<file path="config.mk">
export PLATFORM = sky130hd
export DESIGN_NAME = power_supervisor_tick_top
export DESIGN_NICKNAME = d
export VERILOG_FILES = /design/src/rtl/pst_pkg.sv /design/src/rtl/power_supervisor_tick_top.sv
export SDC_FILE = /design/constraint.sdc
export NUM_CORES = 1
export LEC_CHECK = 0
export ABC_AREA = 0
export ABC_CLOCK_PERIOD_IN_PS = 7100
export BUFFER_PORTS_ARGS = -buffer_cell sky130_fd_sc_hd__clkbuf_2
export CORE_ASPECT_RATIO = 0.6
export CORE_MARGIN = 1.5
export CORE_UTILIZATION = 47
export DETAILED_ROUTE_END_ITERATION = 6
export PLACE_DENSITY_LB_ADDON = 0.15
export REMOVE_ABC_BUFFERS = 1
export SYNTH_ARGS = -nofsm -noshare
export SYNTH_HDL_FRONTEND = slang
export SYNTH_SLANG_ARGS = --single-unit
</file>
<file path="constraint.sdc">
create_clock -name clk -period 7.1 [get_ports clk]
set_clock_uncertainty 0.15 [all_clocks]
set_input_delay 0 -clock clk [delete_from_list [all_inputs] [get_ports clk]]
set_output_delay 0 -clock clk [all_outputs]
set_load 0.005 [all_outputs]
</file>
<file path="src/rtl/pst_pkg.sv">
// Package for the power supervisor tick block: item and result types,
// button modes, standby causes, event codes and register indexes. No dependencies.
package pst_pkg;

	localparam int TICKS_PER_SECOND_DEF  = 1000;
	localparam int SHORT_PRESS_MIN_DEF   = 40;
	localparam int LONG_PRESS_MIN_DEF    = 3000;
	localparam int SLOW_HALF_PERIOD_DEF  = 500;
	localparam int FAST_HALF_PERIOD_DEF  = 100;
	localparam int BUTTON_ACTIVE_LOW_DEF = 0;

	localparam int TPS_W   = 20;          // holds any tick rate up to one million
	localparam int SEC_W   = 16;
	localparam int LIM_W   = SEC_W + TPS_W;
	localparam int ELAP_W  = 27;
	localparam int TIMER_W = 12;
	localparam int CFG_IDX_W = 3;

	localparam logic [SEC_W-1:0] LOWBAT_RESET_S = SEC_W'(60);

	typedef enum logic [CFG_IDX_W-1:0] {
		CFG_WATCHDOG_TIMEOUT = 3'd0,
		CFG_LOWBAT_TIMEOUT   = 3'd1,
		CFG_EN_BUS_WATCHDOG  = 3'd2,
		CFG_EN_PIN_WATCHDOG  = 3'd3,
		CFG_EN_LOWBAT_SHDN   = 3'd4
	} cfg_index_t;

	typedef enum logic [1:0] {
		MODE_IDLE    = 2'd0,
		MODE_PRESSED = 2'd1,
		MODE_HELD    = 2'd2
	} button_mode_t;

	typedef enum logic [1:0] {
		CAUSE_NONE       = 2'd0,
		CAUSE_LONG_PRESS = 2'd1,
		CAUSE_WATCHDOG   = 2'd2,
		CAUSE_LOWBAT     = 2'd3
	} standby_cause_t;

	typedef enum logic [1:0] {
		EVENT_NONE  = 2'd0,
		EVENT_SHORT = 2'd1,
		EVENT_LONG  = 2'd2
	} button_event_t;

	typedef struct packed {
		logic button_level;
		logic power_good;
		logic charger_stat1;
		logic charger_stat2;
		logic power_good2;
		logic clock_initialized;
		logic alarm_flag;
		logic bus_write_event;
		logic bus_read_event;
		logic watchdog_pin;
		logic clear_button_request;
	} item_t;

	typedef struct packed {
		logic [7:0] status_byte;
		logic       status_led;
		logic       power_led;
		logic       charge_led;
		logic       power_enable;
		logic       standby_request;
		logic [1:0] standby_cause;
		logic [1:0] button_event;
	} result_t;

endpackage

</file>
<file path="src/rtl/power_supervisor_tick_top.sv">
// Top level of the power supervisor tick block: input register, tick logic,
// result register and configuration registers. Depends on pst_pkg.
//
// The block takes one item per millisecond tick (pin samples and host bus
// events) and answers each with exactly one result item: the status byte,
// the three LED levels, the host supply enable, the sticky standby request
// with its cause, and the button event of that tick. An item enters an input
// register, is worked on by one pass of short logic that also updates the
// supervisor state, and the result lands in an output register. While the
// result register is empty or being taken, a new item is accepted in every
// cycle, so the sustained rate is one item per clock; the result is computed
// from the input register and moves to the result register. When the result
// register is full and not taken, it holds and the input register still takes
// one more item before in_ready drops. The watchdog and low-battery limits
// are kept as tick counts, multiplied out from seconds when the configuration
// register is written, so each tick needs only a compare. The user must write
// configuration only while no item is in flight; the block does not enforce it.
// The configuration port is always ready and ignores writes past the last index.
module power_supervisor_tick_top #(
	parameter int TICKS_PER_SECOND  = pst_pkg::TICKS_PER_SECOND_DEF,
	parameter int SHORT_PRESS_MIN   = pst_pkg::SHORT_PRESS_MIN_DEF,
	parameter int LONG_PRESS_MIN    = pst_pkg::LONG_PRESS_MIN_DEF,
	parameter int SLOW_HALF_PERIOD  = pst_pkg::SLOW_HALF_PERIOD_DEF,
	parameter int FAST_HALF_PERIOD  = pst_pkg::FAST_HALF_PERIOD_DEF,
	parameter int BUTTON_ACTIVE_LOW = pst_pkg::BUTTON_ACTIVE_LOW_DEF
) (
	input  logic                             clk,
	input  logic                             arst_n,
	input  logic                             in_valid,
	output logic                             in_ready,
	input  pst_pkg::item_t                   in_data,
	output logic                             out_valid,
	input  logic                             out_ready,
	output pst_pkg::result_t                 out_data,
	input  logic                             cfg_valid,
	output logic                             cfg_ready,
	input  logic [pst_pkg::CFG_IDX_W-1:0]    cfg_index,
	input  logic [pst_pkg::SEC_W-1:0]        cfg_data
);

	// Blink phase counters wrap at twice the half period.
	localparam int SLOW_W = (2 * SLOW_HALF_PERIOD > 2) ? $clog2(2 * SLOW_HALF_PERIOD) : 1;
	localparam int FAST_W = (2 * FAST_HALF_PERIOD > 2) ? $clog2(2 * FAST_HALF_PERIOD) : 1;
	localparam logic [SLOW_W-1:0] SLOW_HALF = SLOW_W'(SLOW_HALF_PERIOD);
	localparam logic [SLOW_W-1:0] SLOW_LAST = SLOW_W'(2 * SLOW_HALF_PERIOD - 1);
	localparam logic [FAST_W-1:0] FAST_HALF = FAST_W'(FAST_HALF_PERIOD);
	localparam logic [FAST_W-1:0] FAST_LAST = FAST_W'(2 * FAST_HALF_PERIOD - 1);

	localparam int ELAP_W  = pst_pkg::ELAP_W;
	localparam int TIMER_W = pst_pkg::TIMER_W;
	localparam int LIM_W   = pst_pkg::LIM_W;
	localparam logic [ELAP_W-1:0]  ELAP_MAX  = {ELAP_W{1'b1}};
	localparam logic [TIMER_W-1:0] TIMER_MAX = {TIMER_W{1'b1}};
	localparam logic [TIMER_W-1:0] SHORT_MIN = TIMER_W'(SHORT_PRESS_MIN);
	localparam logic [TIMER_W-1:0] LONG_MIN  = TIMER_W'(LONG_PRESS_MIN);
	localparam logic [LIM_W-1:0]   TPS       = LIM_W'(TICKS_PER_SECOND);
	localparam logic               ACT_LOW   = 1'(BUTTON_ACTIVE_LOW);

	// Configuration, limits already expressed in ticks.
	logic [LIM_W-1:0] wd_limit_q;
	logic [LIM_W-1:0] lb_limit_q;
	logic             en_bus_wd_q;
	logic             en_pin_wd_q;
	logic             en_lowbat_q;

	// Pipeline registers.
	pst_pkg::item_t   item_s1;
	logic             vld_s1;
	pst_pkg::result_t res_s2;
	logic             vld_s2;
	logic             advance;

	// Supervisor state.
	pst_pkg::button_mode_t mode_q,      mode_n;
	logic [TIMER_W-1:0]    timer_q,     timer_n;
	logic                  flag_q,      flag_n;
	logic                  led_fast_q,  led_fast_n;
	logic                  started_q,   started_n;
	logic                  standby_q,   standby_n;
	logic [1:0]            cause_q,     cause_n;
	logic [ELAP_W-1:0]     wd_elap_q,   wd_elap_n;
	logic                  lb_active_q, lb_active_n;
	logic [ELAP_W-1:0]     lb_elap_q,   lb_elap_n;
	logic [SLOW_W-1:0]     slow_ph_q,   slow_ph_n;
	logic [FAST_W-1:0]     fast_ph_q,   fast_ph_n;
	logic                  pwr_led_q,   pwr_led_n;
	logic                  chg_led_q,   chg_led_n;
	pst_pkg::result_t      res_n;

	function automatic logic [ELAP_W-1:0] sat_inc(input logic [ELAP_W-1:0] v);
		sat_inc = (v == ELAP_MAX) ? v : v + 1'b1;
	endfunction

	// Charger LED pattern from status bits 2..0; code zero keeps both levels.
	function automatic logic [1:0] charger_leds(input logic [2:0] code, input logic slow,
			input logic fast, input logic [1:0] cur);
		logic [1:0] r;
		case (code)
			3'd1, 3'd2: r = {fast, fast};
			3'd3:       r = 2'b11;
			3'd4:       r = {1'b0, fast};
			3'd5:       r = {1'b1, slow};
			3'd6:       r = 2'b00;
			3'd7:       r = 2'b10;
			default:    r = cur;
		endcase
		charger_leds = r;
	endfunction

	assign advance   = vld_s1 && (!vld_s2 || out_ready);
	assign in_ready  = !vld_s1 || advance;
	assign out_valid = vld_s2;
	assign out_data  = res_s2;
	assign cfg_ready = 1'b1;

	// Configuration registers; the seconds-to-ticks product is taken at write time.
	always_ff @(posedge clk or negedge arst_n) begin
		if (!arst_n) begin
			wd_limit_q  <= '0;
			lb_limit_q  <= LIM_W'(pst_pkg::LOWBAT_RESET_S) * TPS;
			en_bus_wd_q <= 1'b0;
			en_pin_wd_q <= 1'b0;
			en_lowbat_q <= 1'b1;
		end else if (cfg_valid && cfg_ready) begin
			case (pst_pkg::cfg_index_t'(cfg_index))
				pst_pkg::CFG_WATCHDOG_TIMEOUT: wd_limit_q  <= LIM_W'(cfg_data) * TPS;
				pst_pkg::CFG_LOWBAT_TIMEOUT:   lb_limit_q  <= LIM_W'(cfg_data) * TPS;
				pst_pkg::CFG_EN_BUS_WATCHDOG:  en_bus_wd_q <= cfg_data[0];
				pst_pkg::CFG_EN_PIN_WATCHDOG:  en_pin_wd_q <= cfg_data[0];
				pst_pkg::CFG_EN_LOWBAT_SHDN:   en_lowbat_q <= cfg_data[0];
				default: ;
			endcase
		end
	end

	// Tick logic: one pass over the registered item and the current state.
	always_comb begin
		logic [7:0] stat;
		logic       low, slow, fast, pressed, st_led;
		logic [1:0] leds, ev, cause;

		pressed = item_s1.button_level ^ ACT_LOW;
		stat = {1'b0, item_s1.alarm_flag, 1'b0, item_s1.clock_initialized,
			item_s1.power_good2, item_s1.charger_stat2, item_s1.charger_stat1,
			item_s1.power_good};
		low  = (stat[2:0] == 3'b100);
		slow = (slow_ph_q >= SLOW_HALF);
		fast = (fast_ph_q >= FAST_HALF);
		ev     = pst_pkg::EVENT_NONE;
		cause  = pst_pkg::CAUSE_NONE;
		st_led = 1'b0;
		leds   = {pwr_led_q, chg_led_q};

		mode_n      = mode_q;
		timer_n     = timer_q;
		flag_n      = flag_q;
		led_fast_n  = led_fast_q;
		started_n   = started_q;
		standby_n   = standby_q;
		cause_n     = cause_q;
		wd_elap_n   = wd_elap_q;
		lb_active_n = lb_active_q;
		lb_elap_n   = lb_elap_q;
		pwr_led_n   = pwr_led_q;
		chg_led_n   = chg_led_q;

		slow_ph_n = (slow_ph_q == SLOW_LAST) ? '0 : slow_ph_q + 1'b1;
		fast_ph_n = (fast_ph_q == FAST_LAST) ? '0 : fast_ph_q + 1'b1;

		if (!standby_q) begin
			wd_elap_n = sat_inc(wd_elap_q);
			if (!started_q && low) begin
				leds = charger_leds(stat[2:0], slow, fast, {pwr_led_q, chg_led_q});
				{pwr_led_n, chg_led_n} = leds;
			end else begin
				started_n = 1'b1;
				case (mode_q)
					pst_pkg::MODE_PRESSED: begin
						timer_n = (timer_q == TIMER_MAX) ? timer_q : timer_q + 1'b1;
						if (pressed) begin
							if (timer_n > LONG_MIN) begin
								mode_n     = pst_pkg::MODE_HELD;
								led_fast_n = 1'b1;
							end
						end else if (timer_n > SHORT_MIN) begin
							mode_n = pst_pkg::MODE_IDLE;
							ev     = pst_pkg::EVENT_SHORT;
							flag_n = 1'b1;
						end
					end
					pst_pkg::MODE_HELD: begin
						if (!pressed) begin
							mode_n     = pst_pkg::MODE_IDLE;
							ev         = pst_pkg::EVENT_LONG;
							led_fast_n = 1'b0;
							cause      = pst_pkg::CAUSE_LONG_PRESS;
						end
					end
					default: begin
						mode_n = pressed ? pst_pkg::MODE_PRESSED : pst_pkg::MODE_IDLE;
						if (pressed)
							timer_n = '0;
					end
				endcase

				if (cause == pst_pkg::CAUSE_NONE) begin
					if (item_s1.bus_write_event && item_s1.clear_button_request)
						flag_n = 1'b0;
					if (en_bus_wd_q && (item_s1.bus_write_event || item_s1.bus_read_event))
						wd_elap_n = '0;
					if (en_pin_wd_q && item_s1.watchdog_pin)
						wd_elap_n = '0;
					st_led = led_fast_n ? fast : 1'b1;
					leds = charger_leds(stat[2:0], slow, fast, {pwr_led_q, chg_led_q});
					{pwr_led_n, chg_led_n} = leds;
					if ((en_bus_wd_q || en_pin_wd_q) && (LIM_W'(wd_elap_n) > wd_limit_q))
						cause = pst_pkg::CAUSE_WATCHDOG;
					if (lb_active_q)
						lb_elap_n = sat_inc(lb_elap_q);
					if (en_lowbat_q) begin
						if (!lb_active_q) begin
							if (low) begin
								lb_active_n = 1'b1;
								lb_elap_n   = '0;
							end
						end else if (!low) begin
							lb_active_n = 1'b0;
						end else if ((LIM_W'(lb_elap_n) > lb_limit_q) &&
								(cause == pst_pkg::CAUSE_NONE)) begin
							cause = pst_pkg::CAUSE_LOWBAT;
						end
					end
				end

				if (cause != pst_pkg::CAUSE_NONE) begin
					standby_n = 1'b1;
					cause_n   = cause;
					pwr_led_n = 1'b0;
					chg_led_n = 1'b0;
					st_led    = 1'b0;
				end
			end
		end

		res_n.status_byte     = {flag_n, stat[6:0]};
		res_n.status_led      = !standby_n && st_led;
		res_n.power_led       = !standby_n && pwr_led_n;
		res_n.charge_led      = !standby_n && chg_led_n;
		res_n.power_enable    = started_n && !standby_n;
		res_n.standby_request = standby_n;
		res_n.standby_cause   = cause_n;
		res_n.button_event    = ev;
	end

	always_ff @(posedge clk or negedge arst_n) begin
		if (!arst_n) begin
			vld_s1 <= 1'b0;
			vld_s2 <= 1'b0;
		end else begin
			if (in_ready)
				vld_s1 <= in_valid;
			if (advance)
				vld_s2 <= 1'b1;
			else if (out_ready)
				vld_s2 <= 1'b0;
		end
	end

	always_ff @(posedge clk) begin
		if (in_valid && in_ready)
			item_s1 <= in_data;
		if (advance)
			res_s2 <= res_n;
	end

	always_ff @(posedge clk or negedge arst_n) begin
		if (!arst_n) begin
			mode_q      <= pst_pkg::MODE_IDLE;
			timer_q     <= '0;
			flag_q      <= 1'b0;
			led_fast_q  <= 1'b0;
			started_q   <= 1'b0;
			standby_q   <= 1'b0;
			cause_q     <= pst_pkg::CAUSE_NONE;
			wd_elap_q   <= '0;
			lb_active_q <= 1'b0;
			lb_elap_q   <= '0;
			slow_ph_q   <= '0;
			fast_ph_q   <= '0;
			pwr_led_q   <= 1'b0;
			chg_led_q   <= 1'b0;
		end else if (advance) begin
			mode_q      <= mode_n;
			timer_q     <= timer_n;
			flag_q      <= flag_n;
			led_fast_q  <= led_fast_n;
			started_q   <= started_n;
			standby_q   <= standby_n;
			cause_q     <= cause_n;
			wd_elap_q   <= wd_elap_n;
			lb_active_q <= lb_active_n;
			lb_elap_q   <= lb_elap_n;
			slow_ph_q   <= slow_ph_n;
			fast_ph_q   <= fast_ph_n;
			pwr_led_q   <= pwr_led_n;
			chg_led_q   <= chg_led_n;
		end
	end

endmodule

</file>
==> qor.csv <==
metric,value,unit
outcome,finished with violations,
violations,negative hold slack,
fin_cells,1789,
diodes,0,
synth_top_area_cell,dfrtp_1,
synthDistinctLibCells,86,
slowest_delay,0.64,ns
route.detailed.drc,0,
drtIter0Drc,886,
slew_violations,0,
ys_warn_count,0,
ir_worst_vdd,0.184,mV
numCtsBuffers,17,
synth_adder_area_share,19.1,%
top_usage_layer,met1,
layout.nets,1613,
firstDrtPassIters,5,
hold_class,in2async,
die_h,131,um
fin_crit,5.10,ns
crit_type,in2reg,
cp_slowest_cell,o41ai_1,
synth_ff_type,dfrtp_1,
synthCells,1364,
antenna_left,0,
mostFrequentLayoutCells,"nand2_1 (154), o21ai_0 (141), dfrtp_1 (138)",
synth-compound-area-share,17.3,%
synth.area.mux_share,1.65,%
die-area,0.0282,mm^2
place_area,0.0133,mm^2
wl_per_cell,17.0,um
maxCapViolations,0,
finalSetupViolCount,0,
row_count,46,
synthArstFlopShare,84.4,%
gp_congestion,0.889,
min_period_over_period,71.8,%
gr-usage-met1,36.9,%
seq_area,0.00447,mm^2
hold_viol,2,
synth_top_family_by_area,adder cells,
worstPathCellList,dlygate4sd3_1 > clkbuf_2 > fa_1 > fa_1 > fa_1 > fa_1 > ha_1 > o21ai_0 > nor4_1 > o41ai_1 > a21oi_1 > o21ai_1 > o211ai_1 > mux2_2 > o21ai_0,
io_pins,55,
die_w,216,um
tightest_slew,1.13,ns
core,0.0265,mm^2
clock_latency,0.45,ns
crit_path_end_kind,flip-flop,
cts.path.max_buffers,2,
htreeDepth,4,
hold_buffers,26,
grt_antenna_before_repair,0,
start_util,48.0,%
synth-edff-count,27,
grt_max_degree,80,
vias_per_cell,5.71,
yosysSeqAreaShare,35.1,%
vias,10200,
cts_tree,done,
netlist.area_leader.share,27.1,%
synth_seq_cells,173,
syn_to_final_growth,10.5,%
cp-start-kind,primary input,
wl,30.4,mm
multi_input_area,0.00772,mm^2
grt_use_met2,30.8,%
critical_path_required,7.31,ns
setup_tns,0,ns
cp_max_fo,6,
fmax,0.196,GHz
cts_root_buffer,clkbuf_16,
path_clk_slew,0.06,ns
synth_area_leaders,"dfrtp_1 (27%), ha_1 (11%), fa_1 (8.5%)",
portBuffers,52,
grt_use_met3,3.40,%
fin_area,0.0141,mm^2
p_leak,6.19,nW
cts_sinks,173,
arrival,5.31,ns
max-slew-margin-rel,24.5,%
rsz0062_at_grt,no,
layout_commonest_cell,nand2_1,
grt_pass1_vias,9417,
post-place-cells,1731,
layout-drive-gt1-share,10.3,%
synthXorXnorAreaFrac,4.67,%
cpMostUsedCell,fa_1,
power_density,289,mW/mm^2
grt_pass1_wl,50.5,mm
post_cts_buffers,0,
dp_hpwl,22.9,mm
yosys.area_share.simple,17.8,%
avgSynthCellArea,9.35,um^2
overflow,0,
syn_area,0.0127,mm^2
fill_cells,2456,
grtUsageTotal,22.8,%
holdWs,-0.00543,ns
cts-resized-gates,0,
## routing by layer
layer	vias up	part of all wire (%)
li1	4993	-
met1	4957	54
met2	246	39
met3	24	5.2
met4	0	1.1
met5	-	0
## flip-flops by register name, indices dropped and copies added (netlist names), 2 cells and up
signal / cells
fast_ph_q: 8
cause_q: 2
timer_q: 12
lb_limit_q: 23
wd_limit_q: 23
out_data: 16
item_s1: 11
slow_ph_q: 10
wd_elap_q: 27
mode_q: 2
lb_elap_q: 27
## cell type report
type | count | area share (%)
timing repair buffer | 86 | 4.16
tap | 360 | 3.20
clock inverter | 11 | 0.497
multi-input combinational | 1051 | 54.8
clock buffer | 21 | 3.27
sequential | 173 | 31.8
inverter | 87 | 2.32
## metrics by stage
step                hold slack (ns)  power, mW  util (%)  setup slack (ns)
floorplan                    -0.446       2.64         -              2.83
global placement            -0.0567       3.16      50.1              2.26
detailed placement          -0.0568       3.19      50.1              2.13
CTS                          0.0366       4.09      53.1              2.06
global route                 0.0991       4.42      53.1              1.73
finish                     -0.00543       4.07      53.1              2.00
## final timing paths
path                                              end  depth (start not counted)                     start  slack [ns]
max                        lb_limit_q[25]$_DFFE_PN0P_                         15               cfg_data[2]        2.00
min                         lb_elap_q[11]$_DFFE_PN0P_                          2                    arst_n      -0.005
max reg2reg                     out_data[4]$_DFFE_PP_                         17  wd_elap_q[0]$_DFFE_PN0P_        2.13
min reg2reg                    out_data[12]$_DFFE_PP_                          0      item_s1[6]$_DFFE_PP_        0.27
max in group asynchronous   wd_elap_q[13]$_DFFE_PN0P_                          3                    arst_n        5.45
min in group clk                 item_s1[0]$_DFFE_PP_                          2                in_data[0]        0.11
## cell families after synthesis
logic type	after synthesis
compound gates	350
simple gates	450
buf+inv	140
xor+xnor	68
other cells	2
flops	173
fa+ha+maj	162
mux	19
## critical path, delay by kind of cell
family          cells  cell delay (ns)
simple gates        1             0.11
fa+ha+maj           5             2.39
mux                 1             0.30
buf+inv             2             0.74
compound gates      6             1.79
## power breakdown
part           internal [mW]  switching, mW  total (mW)
registers               1.22          0.166        1.39
logic                  0.714           1.10        1.81
clock network          0.462          0.408       0.870
## synth_stat cells (all sizes together) (4+ instances only)
cell	n
mux2	16
inv	87
nand2b	12
and2	15
dfstp	8
clkbuf	38
a21oi	63
o21ai	144
a31oi	13
xor2	34
nor2b	10
and3	25
o21a	9
nand2	156
nor4	14
and4	9
nand3	43
xnor2	34
nand4	34
a211oi	14
ha	108
dfrtp	138
a22o	9
o211a	4
o31ai	35
o211ai	4
fa	54
edfxtp	27
nor3b	7
a41oi	5
a21o	13
nor2	96
buf	15
nand3b	5
nor3	12
Note: power is estimated with default switching activity, not from simulation.
